[config.mk]
export PLATFORM = sky130hd
export DESIGN_NAME = sound_voice_slot_allocator_core
export DESIGN_NICKNAME = d
export VERILOG_FILES = /design/src/sv/svsa_pkg.sv /design/src/sv/svsa_slot_table.sv /design/src/sv/svsa_ctr_table.sv /design/src/sv/svsa_scan_unit.sv /design/src/sv/sound_voice_slot_allocator_core.sv
export SDC_FILE = /design/constraint.sdc
export NUM_CORES = 2
export LEC_CHECK = 0
export BUFFER_PORTS_ARGS = -buffer_cell sky130_fd_sc_hd__buf_2
export CORE_MARGIN = 3
export CORE_UTILIZATION = 36
export CTS_CLUSTER_DIAMETER = 100
export DETAILED_ROUTE_END_ITERATION = 7
export HOLD_SLACK_MARGIN = 0.05
export SKIP_CTS_REPAIR_TIMING = 1
export SYNTH_ARGS = -nofsm -noshare
export SYNTH_HDL_FRONTEND = slang
export SYNTH_HIERARCHICAL = 1
export SYNTH_SLANG_ARGS = --single-unit
[constraint.sdc]
create_clock -name clk -period 16.9 [get_ports clk]
set_input_delay 0.845 -clock clk [delete_from_list [all_inputs] [get_ports clk]]
set_output_delay 0.845 -clock clk [all_outputs]
set_load 0.005 [all_outputs]
[src/sv/svsa_pkg.sv]
// Shared types and constants for the voice slot allocator.
// No dependencies; imported by every module of the block.
package svsa_pkg;

  localparam int SLOT_COUNT_DEF = 32;
  localparam logic [7:0] FREE_CODE_DEF = 8'hFF;
  localparam int CHAN_COUNT = 256;

  localparam logic [15:0] PRIO_NONE = 16'hFFFF;
  localparam logic [3:0] NIBBLE_MASK = 4'hF;
  localparam logic [5:0] RESULT_NONE = 6'h3F;
  localparam logic [5:0] SLOTS_IN_USE_RST = 6'd32;

  typedef enum logic [1:0] {
    REQ_WRITE_SLOT    = 2'd0,
    REQ_WRITE_COUNTER = 2'd1,
    REQ_SELECT        = 2'd2,
    REQ_FIND          = 2'd3
  } req_t;

  typedef struct packed {
    logic [7:0]  owner;
    logic        active;
    logic [7:0]  variant;
    logic [15:0] prio;
  } slot_entry_t;

  // scan unit control from the sequencer
  typedef struct packed {
    logic clear;
    logic step;
  } scan_ctl_t;

  // candidates gathered over one scan
  typedef struct packed {
    logic        have_free;
    logic [5:0]  free_idx;
    logic        have_inact;
    logic [5:0]  inact_idx;
    logic [7:0]  inact_owner;
    logic        have_match;
    logic [5:0]  match_idx;
    logic [15:0] min_prio;
    logic [5:0]  min_idx;
    logic [7:0]  min_owner;
    logic        have_find;
    logic [5:0]  find_idx;
  } scan_res_t;

endpackage

[src/sv/svsa_slot_table.sv]
// Voice slot table: one write port, one registered read port.
// Per-slot valid bits make unwritten slots read as free. Uses svsa_pkg.
module svsa_slot_table import svsa_pkg::*; #(
  parameter int SLOT_COUNT = SLOT_COUNT_DEF,
  parameter int SLOT_AW = 5,
  parameter logic [7:0] FREE_CODE = FREE_CODE_DEF
) (
  input  logic               clk,
  input  logic               rst,
  input  logic               we,
  input  logic [SLOT_AW-1:0] waddr,
  input  slot_entry_t        wentry,
  input  logic [SLOT_AW-1:0] raddr,
  output slot_entry_t        rentry
);

  slot_entry_t mem [SLOT_COUNT];
  logic [SLOT_COUNT-1:0] vld;
  slot_entry_t rd_q;
  logic rd_vld_q;
  slot_entry_t rst_entry;

  assign rst_entry = '{owner: FREE_CODE, active: 1'b0, variant: 8'd0, prio: PRIO_NONE};

  always_ff @(posedge clk) begin
    if (we) begin
      mem[waddr] <= wentry;
    end
    rd_q <= mem[raddr];
  end

  always_ff @(posedge clk) begin
    if (rst) begin
      vld <= '0;
      rd_vld_q <= 1'b0;
    end else begin
      if (we) begin
        vld[waddr] <= 1'b1;
      end
      rd_vld_q <= vld[raddr];
    end
  end

  assign rentry = rd_vld_q ? rd_q : rst_entry;

endmodule

[src/sv/svsa_ctr_table.sv]
// Per-channel counter table, 256 entries, registered read.
// Valid bits make unwritten counters read as zero. Uses svsa_pkg.
module svsa_ctr_table import svsa_pkg::*; (
  input  logic       clk,
  input  logic       rst,
  input  logic       we,
  input  logic [7:0] waddr,
  input  logic [7:0] wdata,
  input  logic [7:0] raddr,
  output logic [7:0] rdata
);

  logic [7:0] mem [CHAN_COUNT];
  logic [CHAN_COUNT-1:0] vld;
  logic [7:0] rd_q;
  logic rd_vld_q;

  always_ff @(posedge clk) begin
    if (we) begin
      mem[waddr] <= wdata;
    end
    rd_q <= mem[raddr];
  end

  always_ff @(posedge clk) begin
    if (rst) begin
      vld <= '0;
      rd_vld_q <= 1'b0;
    end else begin
      if (we) begin
        vld[waddr] <= 1'b1;
      end
      rd_vld_q <= vld[raddr];
    end
  end

  assign rdata = rd_vld_q ? rd_q : 8'd0;

endmodule

[src/sv/svsa_scan_unit.sv]
// Shared compare unit: looks at one slot per step and keeps the
// select and find candidates. Uses svsa_pkg.
module svsa_scan_unit import svsa_pkg::*; #(
  parameter int SLOT_AW = 5,
  parameter logic [7:0] FREE_CODE = FREE_CODE_DEF
) (
  input  logic               clk,
  input  logic               rst,
  input  scan_ctl_t          ctl,
  input  logic [SLOT_AW-1:0] idx,
  input  slot_entry_t        entry,
  input  logic [7:0]         who,
  input  logic [7:0]         var_tag,
  output scan_res_t          res
);

  logic [15:0] find_prio;
  logic [5:0] idx6;

  assign idx6 = 6'(idx);

  always_ff @(posedge clk) begin
    if (rst || ctl.clear) begin
      res.have_free <= 1'b0;
      res.have_inact <= 1'b0;
      res.have_match <= 1'b0;
      res.have_find <= 1'b0;
      res.min_prio <= PRIO_NONE;
      find_prio <= PRIO_NONE;
    end else if (ctl.step) begin
      if (!res.have_free && entry.owner == FREE_CODE) begin
        res.have_free <= 1'b1;
        res.free_idx <= idx6;
      end
      if (!res.have_inact && !entry.active) begin
        res.have_inact <= 1'b1;
        res.inact_idx <= idx6;
        res.inact_owner <= entry.owner;
      end
      if (!res.have_match && entry.owner == who && entry.variant == var_tag) begin
        res.have_match <= 1'b1;
        res.match_idx <= idx6;
      end
      // strict: the earliest lowest priority wins
      if (entry.prio < res.min_prio) begin
        res.min_prio <= entry.prio;
        res.min_idx <= idx6;
        res.min_owner <= entry.owner;
      end
      // non-strict: the latest active lowest priority wins
      if (entry.prio <= find_prio && entry.owner == who && entry.active) begin
        find_prio <= entry.prio;
        res.find_idx <= idx6;
        res.have_find <= 1'b1;
      end
    end
  end

endmodule

[src/sv/sound_voice_slot_allocator_core.sv]
// Voice slot allocator with stealing. A select or find scans the first
// min(slots_in_use, SLOT_COUNT) slots one per cycle through the slot table's
// single read port, and when a select takes a slot with an owner, that owner's
// counter goes through its read-modify-write. One word is in work at a time:
// s_axis_tready is high only while the sequencer is idle.
module sound_voice_slot_allocator_core import svsa_pkg::*; #(
  parameter int SLOT_COUNT = SLOT_COUNT_DEF,
  parameter logic [7:0] FREE_CODE = FREE_CODE_DEF
) (
  input  logic        clk,
  input  logic        rst,
  input  logic        cfg_we,
  input  logic [5:0]  cfg_wdata,      // slots_in_use
  input  logic        s_axis_tvalid,
  output logic        s_axis_tready,
  // [4:0] slot, [12:5] owner, [20:13] variant, [21] active,
  // [37:22] priority_req, [45:38] counter
  input  logic [47:0] s_axis_tdata,
  input  logic [1:0]  s_axis_tuser,   // [1:0] req_type
  output logic        m_axis_tvalid,
  input  logic        m_axis_tready,
  // [5:0] slot_result, [13:6] owner_touched, [21:14] counter_after
  output logic [23:0] m_axis_tdata
);

  localparam int SLOT_AW = (SLOT_COUNT > 1) ? $clog2(SLOT_COUNT) : 1;
  localparam int CNT_W = $clog2(SLOT_COUNT + 1);
  localparam logic [6:0] SLOT_COUNT_7 = 7'(SLOT_COUNT);

  typedef enum logic [5:0] {
    ST_IDLE   = 6'b000001,
    ST_SCAN   = 6'b000010,
    ST_DECIDE = 6'b000100,
    ST_CRD    = 6'b001000,
    ST_CMOD   = 6'b010000,
    ST_DONE   = 6'b100000
  } state_t;

  state_t state;
  logic [5:0] slots_in_use;

  // input fields
  req_t in_req;
  logic [4:0] in_slot;
  logic [7:0] in_owner, in_variant, in_counter;
  slot_entry_t in_entry;
  logic accept;

  assign in_req = req_t'(s_axis_tuser);
  assign in_slot = s_axis_tdata[4:0];
  assign in_owner = s_axis_tdata[12:5];
  assign in_variant = s_axis_tdata[20:13];
  assign in_counter = s_axis_tdata[45:38];
  assign in_entry = '{owner: s_axis_tdata[12:5], active: s_axis_tdata[21],
                      variant: s_axis_tdata[20:13], prio: s_axis_tdata[37:22]};
  assign s_axis_tready = (state == ST_IDLE);
  assign accept = s_axis_tvalid && s_axis_tready;

  // request context
  req_t req_q;
  logic [7:0] who_q, var_q;

  // scan control
  logic [CNT_W-1:0] scan_idx, n_eff;
  logic [6:0] n7, slot7;
  logic issue, step_q;
  logic [SLOT_AW-1:0] idx_q;
  scan_ctl_t scan_ctl;
  scan_res_t scan_res;
  slot_entry_t rentry;

  assign n7 = ({1'b0, slots_in_use} > SLOT_COUNT_7) ? SLOT_COUNT_7 : {1'b0, slots_in_use};
  assign n_eff = n7[CNT_W-1:0];
  assign issue = (state == ST_SCAN) && (scan_idx < n_eff);
  assign scan_ctl = '{clear: accept, step: step_q};
  assign slot7 = {2'b00, in_slot};

  // slot table
  logic slot_we;
  assign slot_we = accept && in_req == REQ_WRITE_SLOT && slot7 < SLOT_COUNT_7;

  svsa_slot_table #(
    .SLOT_COUNT(SLOT_COUNT), .SLOT_AW(SLOT_AW), .FREE_CODE(FREE_CODE)
  ) u_slots (
    .clk(clk), .rst(rst),
    .we(slot_we), .waddr(slot7[SLOT_AW-1:0]), .wentry(in_entry),
    .raddr(scan_idx[SLOT_AW-1:0]), .rentry(rentry)
  );

  svsa_scan_unit #(.SLOT_AW(SLOT_AW), .FREE_CODE(FREE_CODE)) u_scan (
    .clk(clk), .rst(rst), .ctl(scan_ctl), .idx(idx_q), .entry(rentry),
    .who(who_q), .var_tag(var_q), .res(scan_res)
  );

  // counter table
  logic [7:0] take_owner, ctr_rdata, ctr_new, ctr_waddr, ctr_wdata;
  logic ctr_we;

  assign ctr_new = ((ctr_rdata[3:0] & NIBBLE_MASK) != 4'd0) ? ctr_rdata - 8'd1 : ctr_rdata;

  always_comb begin
    ctr_we = 1'b0;
    ctr_waddr = take_owner;
    ctr_wdata = ctr_new;
    if (accept && in_req == REQ_WRITE_COUNTER) begin
      ctr_we = 1'b1;
      ctr_waddr = in_owner;
      ctr_wdata = in_counter;
    end else if (state == ST_CMOD) begin
      ctr_we = 1'b1;
    end
  end

  svsa_ctr_table u_ctr (
    .clk(clk), .rst(rst), .we(ctr_we), .waddr(ctr_waddr), .wdata(ctr_wdata),
    .raddr(take_owner), .rdata(ctr_rdata)
  );

  // result
  logic [5:0] res_slot;
  logic [7:0] res_owner, res_count;
  logic out_valid;
  logic [5:0] out_slot;
  logic [7:0] out_owner, out_count;
  logic out_load;

  assign out_load = (state == ST_DONE) && (!out_valid || m_axis_tready);
  assign m_axis_tvalid = out_valid;
  assign m_axis_tdata = {2'b00, out_count, out_owner, out_slot};

  always_ff @(posedge clk) begin
    if (rst) begin
      slots_in_use <= SLOTS_IN_USE_RST;
    end else if (cfg_we) begin
      slots_in_use <= cfg_wdata;
    end
  end

  always_ff @(posedge clk) begin
    if (rst) begin
      state <= ST_IDLE;
      step_q <= 1'b0;
      out_valid <= 1'b0;
      scan_idx <= '0;
    end else begin
      step_q <= issue;
      if (out_load) begin
        out_valid <= 1'b1;
      end else if (m_axis_tready) begin
        out_valid <= 1'b0;
      end
      case (state)
        ST_IDLE: begin
          if (accept) begin
            scan_idx <= '0;
            if (in_req == REQ_SELECT || in_req == REQ_FIND) begin
              state <= ST_SCAN;
            end else begin
              state <= ST_DONE;
            end
          end
        end
        ST_SCAN: begin
          if (issue) begin
            scan_idx <= CNT_W'(scan_idx + 1'b1);
          end else if (!step_q) begin
            state <= ST_DECIDE;
          end
        end
        ST_DECIDE: begin
          state <= ST_DONE;
          if (req_q == REQ_SELECT && !scan_res.have_free) begin
            if (scan_res.have_inact && scan_res.inact_owner != FREE_CODE) begin
              state <= ST_CRD;
            end else if (!scan_res.have_inact && scan_res.have_match &&
                         who_q != FREE_CODE) begin
              state <= ST_CRD;
            end else if (!scan_res.have_inact && !scan_res.have_match &&
                         scan_res.min_prio != PRIO_NONE &&
                         scan_res.min_owner != FREE_CODE) begin
              state <= ST_CRD;
            end
          end
        end
        ST_CRD: begin
          state <= ST_CMOD;
        end
        ST_CMOD: begin
          state <= ST_DONE;
        end
        ST_DONE: begin
          if (out_load) begin
            state <= ST_IDLE;
          end
        end
        default: begin
          state <= ST_IDLE;
        end
      endcase
    end
  end

  // payload registers
  always_ff @(posedge clk) begin
    idx_q <= scan_idx[SLOT_AW-1:0];
    if (accept) begin
      req_q <= in_req;
      who_q <= in_owner;
      var_q <= in_variant;
      res_slot <= 6'd0;
      res_owner <= FREE_CODE;
      res_count <= 8'd0;
    end
    if (state == ST_DECIDE) begin
      if (req_q == REQ_FIND) begin
        res_slot <= scan_res.have_find ? scan_res.find_idx : RESULT_NONE;
      end else if (scan_res.have_free) begin
        res_slot <= scan_res.free_idx;
      end else if (scan_res.have_inact) begin
        res_slot <= scan_res.inact_idx;
        take_owner <= scan_res.inact_owner;
      end else if (scan_res.have_match) begin
        res_slot <= scan_res.match_idx;
        take_owner <= who_q;
      end else if (scan_res.min_prio != PRIO_NONE) begin
        res_slot <= scan_res.min_idx;
        take_owner <= scan_res.min_owner;
      end else begin
        res_slot <= RESULT_NONE;
      end
    end
    if (state == ST_CMOD) begin
      res_owner <= take_owner;
      res_count <= ctr_new;
    end
    if (out_load) begin
      out_slot <= res_slot;
      out_owner <= res_owner;
      out_count <= res_count;
    end
  end

endmodule

Word level (Yosys, flattened, before mapping)
Memory sizes are Yosys's and may differ from the RTL's. A register that Yosys moved wholly into a read port is not among the register bits.
Cells that the tools add are included.
W data, S select, Z words.
{"block": "totals", "register_bits": 462, "latchBits": 0, "ram_bits": 3104, "mem_bits_ro": 0, "inputBits": 61, "output_inout_bits": 26, "wordCells": 174, "n_memories": 2}
{"block": "classes", "n_addsub": 2, "n_mul": 0, "div": 0, "magnitude_cmp": 11, "eq_ne": 23, "shifts": 0, "muxes": 49, "bitwise": 5, "n_reduce_logical": 49}
{"name": "u_ctr.mem", "depth": 256, "width": 8, "rd": 1, "rd_clocked_by_memory_dff": 1, "write_ports": 1, "line_no": "svsa_ctr_table.sv:13", "rtl": "logic [7:0] mem [CHAN_COUNT];"}
{"name": "u_slots.mem", "depth": 32, "width": 33, "rd": 1, "rd_clocked_by_memory_dff": 1, "write_ports": 1, "line_no": "svsa_slot_table.sv:17", "rtl": "slot_entry_t mem [SLOT_COUNT];"}
{"op": "$or A256 B256 Y256", "n": 1}
{"op": "$mux W6", "n": 19}
{"op": "$mux W8", "n": 11}
{"op": "$pmux W6 S6", "n": 1}
{"op": "$mux W33", "n": 1}
{"op": "$or A32 B32 Y32", "n": 1}
{"op": "$ne A8 B8 Y1 const B", "n": 3}
{"op": "$logic_and A1 B1 Y1", "n": 21}
{"op": "$lt A5 B6 Y1 const B", "n": 3}
{"op": "$lt A8 B9 Y1 const B", "n": 2}
{"op": "$reduce_and A3 Y1", "n": 6}
{"op": "$eq A8 B8 Y1", "n": 2}
{"op": "$le A16 B16 Y1", "n": 1}
{"op": "$lt A16 B16 Y1", "n": 1}
{"op": "$ne A16 B16 Y1 const B", "n": 1}
{"op": "$mux W1", "n": 12}
{"op": "$pmux W6 S2", "n": 1}
{"op": "$reduce_and A2 Y1", "n": 5}
{"op": "$bmux W1 S8", "n": 1}
{"op": "$demux W1 S8", "n": 1}
{"op": "$eq A2 B2 Y1 const B", "n": 4}
{"op": "$eq A8 B8 Y1 const B", "n": 1}
{"op": "$ge A8 B1 Y1 const B", "n": 1}
{"op": "$ne A2 B2 Y1 const B", "n": 4}
{"op": "other kinds (23)", "n": 35}

Logic depth before layout (Yosys ltp)
{"block": "depth", "word_depth": 9, "ltp_mapped": 14, "mapped_depth_nobuf": 10}

Cells and area by module
Netlist, hierarchy kept.
{"module": "svsa_ctr_table", "n_inst": 1, "cells_per_inst": 4364, "area_each_um2": 88736.4, "seq_area_each_um2": 66804.1}
{"module": "svsa_slot_table", "n_inst": 1, "cells_per_inst": 1738, "area_each_um2": 42176.7, "seq_area_each_um2": 33031.7}
{"module": "sound_voice_slot_allocator_core", "n_inst": 1, "cells_per_inst": 385, "area_each_um2": 4370.4, "seq_area_each_um2": 2602.5}
{"module": "svsa_scan_unit", "n_inst": 1, "cells_per_inst": 321, "area_each_um2": 3636.0, "seq_area_each_um2": 1951.9}

Least setup slack after synthesis
OpenSTA, ideal clock, no wires.
{"block": "synth_path", "path_type": "reg-to-reg", "from": "register u_ctr.rd_vld_q", "to": "memory u_ctr.mem[0][0], data pin", "setup_ps": 2188, "arrival_time_ps": 11174, "t_required_ps": 14712, "slack_ps": 3538, "path_stages_with_launch": 7, "n_path_buf": 0, "synth_period_minus_slack_ps": 13362, "cell_sequence": "dfxtp_1 > and2_1 > inv_1 > ha_1 > nor3b_1 > xnor2_1 > o21ai_0"}
{"block": "synth_between", "elab_chain_cells": 4, "word_cells_on_any_way": 5, "cone_classes": "add/sub: 1; mux: 3; reduce/logical: 1"}
{"element": "from (decl)", "line_no": "svsa_ctr_table.sv:16", "rtl": "logic rd_vld_q;"}
{"element": "from (signal assigned)", "line_no": "svsa_ctr_table.sv:33", "rtl": "rd_vld_q <= vld[raddr];"}
{"element": "$mux W8 *", "line_no": "svsa_ctr_table.sv:37", "rtl": "assign rdata = rd_vld_q ? rd_q : 8'd0;"}
{"element": "named net ctr_rdata[0]", "line_no": "sound_voice_slot_allocator_core.sv:96", "rtl": "logic [7:0] take_owner, ctr_rdata, ctr_new, ctr_waddr, ctr_wdata;"}
{"element": "$sub A8 B1 Y8 or $reduce_bool A4 Y1 (tied branches)", "line_no": "sound_voice_slot_allocator_core.sv:99", "rtl": "assign ctr_new = ((ctr_rdata[3:0] & NIBBLE_MASK) != 4'd0) ? ctr_rdata - 8'd1 : ctr_rdata;"}
{"element": "$mux W8 *", "line_no": "sound_voice_slot_allocator_core.sv:99"}
{"element": "$mux W8 *", "line_no": "sound_voice_slot_allocator_core.sv:105", "rtl": "if (accept && in_req == REQ_WRITE_COUNTER) begin"}
{"element": "named net ctr_wdata[0]", "line_no": "sound_voice_slot_allocator_core.sv:96"}
{"element": "to (decl)", "line_no": "svsa_ctr_table.sv:13"}
Mark *: on every way through the listed nets, which the timed path passes. The rest lies on a longest branch.

==> results.sh <==
export IMPL_numPortBuffers=82
export IMPL_synth_warning_count=6
export IMPL_yosys_most_used_dff="edfxtp_1"
export IMPL_dr_first_iter_drc_count=6881
export IMPL_fin_tns_setup_ns=0
export IMPL_async_reset_ff_frac=0
export IMPL_crit_chain="buf_12 > buf_4 > buf_12 > buf_4 > mux4_2 > mux2_2 > o22ai_1 > nor4_1 > and4b_1"
export IMPL_ys_ff_latch=3607
export IMPL_slew_headroom=0.0551
export IMPL_die_x_microns=627
export IMPL_grt_usage=0.174
export IMPL_io_pins=87
export IMPL_synthDistinctLibCells=76
export IMPL_crit_fanout=101
export IMPL_drt_pre_antenna_iters=6
export IMPL_critPathKind="reg -> reg"
export IMPL_die_h_microns=627
export IMPL_antenna_found_initial=27
export IMPL_start_util=0.363
export IMPL_hold_ws_ns=0.219
export IMPL_crit_path_start_kind="flop"
export IMPL_cts_clk_slew_worst_paths_ns=0.06
export IMPL_core_sq_um=383000
export IMPL_first_global_vias=68899
export IMPL_cpPeakStageDelay_ns=0.96
export IMPL_crit_start="take_owner[0]$_DFFE_PP_"
export IMPL_required_ns=17.68
export IMPL_power_density_nw_per_um2=114
export IMPL_max_freq_mhz=184
export IMPL_multi_input_area_sq_um=32800
export IMPL_dp_hpwl_microns=203000
export IMPL_hold_path_class="in -> reg"
export IMPL_wl_per_cell_microns=28.0
export IMPL_rows=227
export IMPL_yosysSeqAreaShare=0.751
export IMPL_synth_edf_count=3215
export IMPL_skew_ns=0.0468
export IMPL_gp_congestion=0.844
export IMPL_worstReg2RegStart="take_owner[0]$_DFFE_PP_"
export IMPL_worst_pin_slew_ns=1.41
export IMPL_design_die_area_sq_um=393000
export IMPL_drive_gt1_frac=0.263
export IMPL_slew_viol_final=0
export IMPL_worst_path_max_delay_cell="nor4_1"
export IMPL_postRouteAntennaNets=0
export IMPL_min_from="s_axis_tuser[0]"
export IMPL_vias=67387
export IMPL_leakagePower_nw=48.6
export IMPL_clock_root_buffer="clkbuf_16"
export IMPL_area_growth_pct=12.9
export IMPL_insertion_delay_ns=0.89
export IMPL_regArea_sq_um=104000
export IMPL_netlist_area_sq_um=139000
export IMPL_finalSetupViolCount=0
export IMPL_final_hold_viol_count=0
export IMPL_grt_max_degree=209
export IMPL_grt_pass1_wl_microns=498000
export IMPL_rsz0062_at_grt="no"
export IMPL_drc_errors=0
export IMPL_maxCapViolations=0
export IMPL_period_needed_ns=5.42
export IMPL_fin_nets=7120
export IMPL_drt_wl_total_microns=346000
export IMPL_critPathCaptureType="flop"
export IMPL_cts_buffers=355
export IMPL_post_route_period_util=0.321
export IMPL_gr_total_overflow=0
export IMPL_crit_arrival_ns=6.20
export IMPL_cts_path_max_buffers=4
export IMPL_fillers=33278
export IMPL_cts_sinks=3607
export IMPL_ir_drop_uv=117
export IMPL_cts_tree="done"
export IMPL_vias_per_cell=5.45
export IMPL_htree_num_levels=5
export IMPL_p_total_mw=17.9
export IMPL_synthCells=6808
export IMPL_avgSynthCellArea_sq_um=20.4
export IMPL_status="finished clean"
## per-stage QoR
stage / utilization / instance area [sq um] / setup WS, ns / instances
final: 0.409 / 157000 / 11.48 / 12363
after detailed placement: 0.379 / 145000 / 11.43 / 11701
after floorplan: - / 139000 / 3.54 / 6813
after global routing: 0.409 / 157000 / 10.94 / 12355
after global placement: 0.379 / 145000 / 11.46 / 11701
after CTS: 0.409 / 157000 / 11.44 / 12354
## layout make-up
type | count | share of cell area
flip-flops and latches | 3607 | 0.666
multi-input cells | 2772 | 0.209
clock buffers | 498 | 0.0632
well taps | 5038 | 0.0402
repair buffers | 218 | 0.0102
clock inverters | 155 | 0.0100
inverters | 66 | 0.00161
diodes | 9 | 0.000144
## report_power, final
group          internal, mW  total, mW  switching (mW)  leakage (nW)
clock network          4.52       7.81            3.29          5.64
registers              9.75       9.76          0.0103          32.3
logic                0.0464      0.280           0.234          10.7
total                  14.3       17.9            3.53          48.6
## synthesized netlist by cell type, types with 18 or more instances
cell type  count  area (sq um)
a211o_1       18           158
a21oi_1       44           220
and2_1        21           131
buf_1         38           143
buf_2         93           465
buf_4         29           218
buf_6         26           293
clkbuf_1     173           649
dfxtp_1      392          7850
edfxtp_1    3215         96500
ha_1          39           488
inv_1         64           240
mux2_2        93          1050
mux2i_1       70           701
mux4_2       993         22400
nand2_1      110           413
nand2b_1      29           181
nand3_1       50           250
nand4_1       35           219
nor2_1       848          3180
nor4_1        23           144
o211ai_1      20           150
o21a_1        19           143
o21ai_0       52           260
o21ba_2       29           290
o22ai_1       79           494
## placed cells by master (no fill, tap or decap), drive strengths merged, types with 79 or more instances in the layout
cell	netlist	final
clkbuf	173	498
mux2	93	93
o22ai	79	79
inv	65	82
edfxtp	3215	3215
mux4	993	993
nand2	110	110
dfxtp	392	392
nor2	856	856
clkinv	1	108
buf	195	218
## path summary, 6_finish.rpt
kind / end / slack (ns) / cells after the start
worst max-delay path: u_ctr/rd_q[1]$_DFF_P_ / 11.48 / 9
worst min-delay path: req_q[0]$_DFFE_PP_ / 0.22 / 1
worst max register to register: u_ctr/rd_q[1]$_DFF_P_ / 11.48 / 9
worst min register to register: out_owner[6]$_DFFE_PP_ / 0.42 / 0
## state kept, by name, summed over array words and instances, names as in the netlist, 16 cells and up
| register | cells |
|---|---|
| u_ctr/mem | 2048 |
| u_ctr/vld | 256 |
| u_scan/find_prio | 16 |
| u_scan/res | 61 |
| u_slots/mem | 1056 |
| u_slots/rd_q | 33 |
| u_slots/vld | 32 |
## cells by family (layout without fill, tap and decap cells)
| logic type | after synthesis | after routing | share of synthesized area |
|---|---|---|---|
| flip-flops | 3607 | 3607 | 0.751 |
| AND/OR/NAND/NOR | 1223 | 1223 | 0.0381 |
| multiplexers | 1156 | 1156 | 0.174 |
| buffers and inverters | 434 | 937 | 0.0155 |
| AO/OA/AOI/OAI | 324 | 324 | 0.0163 |
| adder cells (fa/ha/maj) | 39 | 39 | 0.00351 |
| XOR/XNOR | 23 | 23 | 0.00145 |
| other | 2 | 16 | 0.0000541 |
## critical path, delay by kind of cell, from the launching register on
family | cells | cell delay (ns)
compound gates | 1 | 0.15
mux | 2 | 0.53
buf+inv | 4 | 2.62
simple gates | 2 | 1.39
flops | 1 | 0.38
## metal layers
metal | share of wire | GRT usage | wire (microns)
met5 | 0.00019 | 0 | 66
met4 | 0.033 | 0.0514 | 11300
met3 | 0.065 | 0.0288 | 22500
met2 | 0.50 | 0.295 | 174000
met1 | 0.40 | 0.230 | 138000
Power figures use the tool's default switching activity.
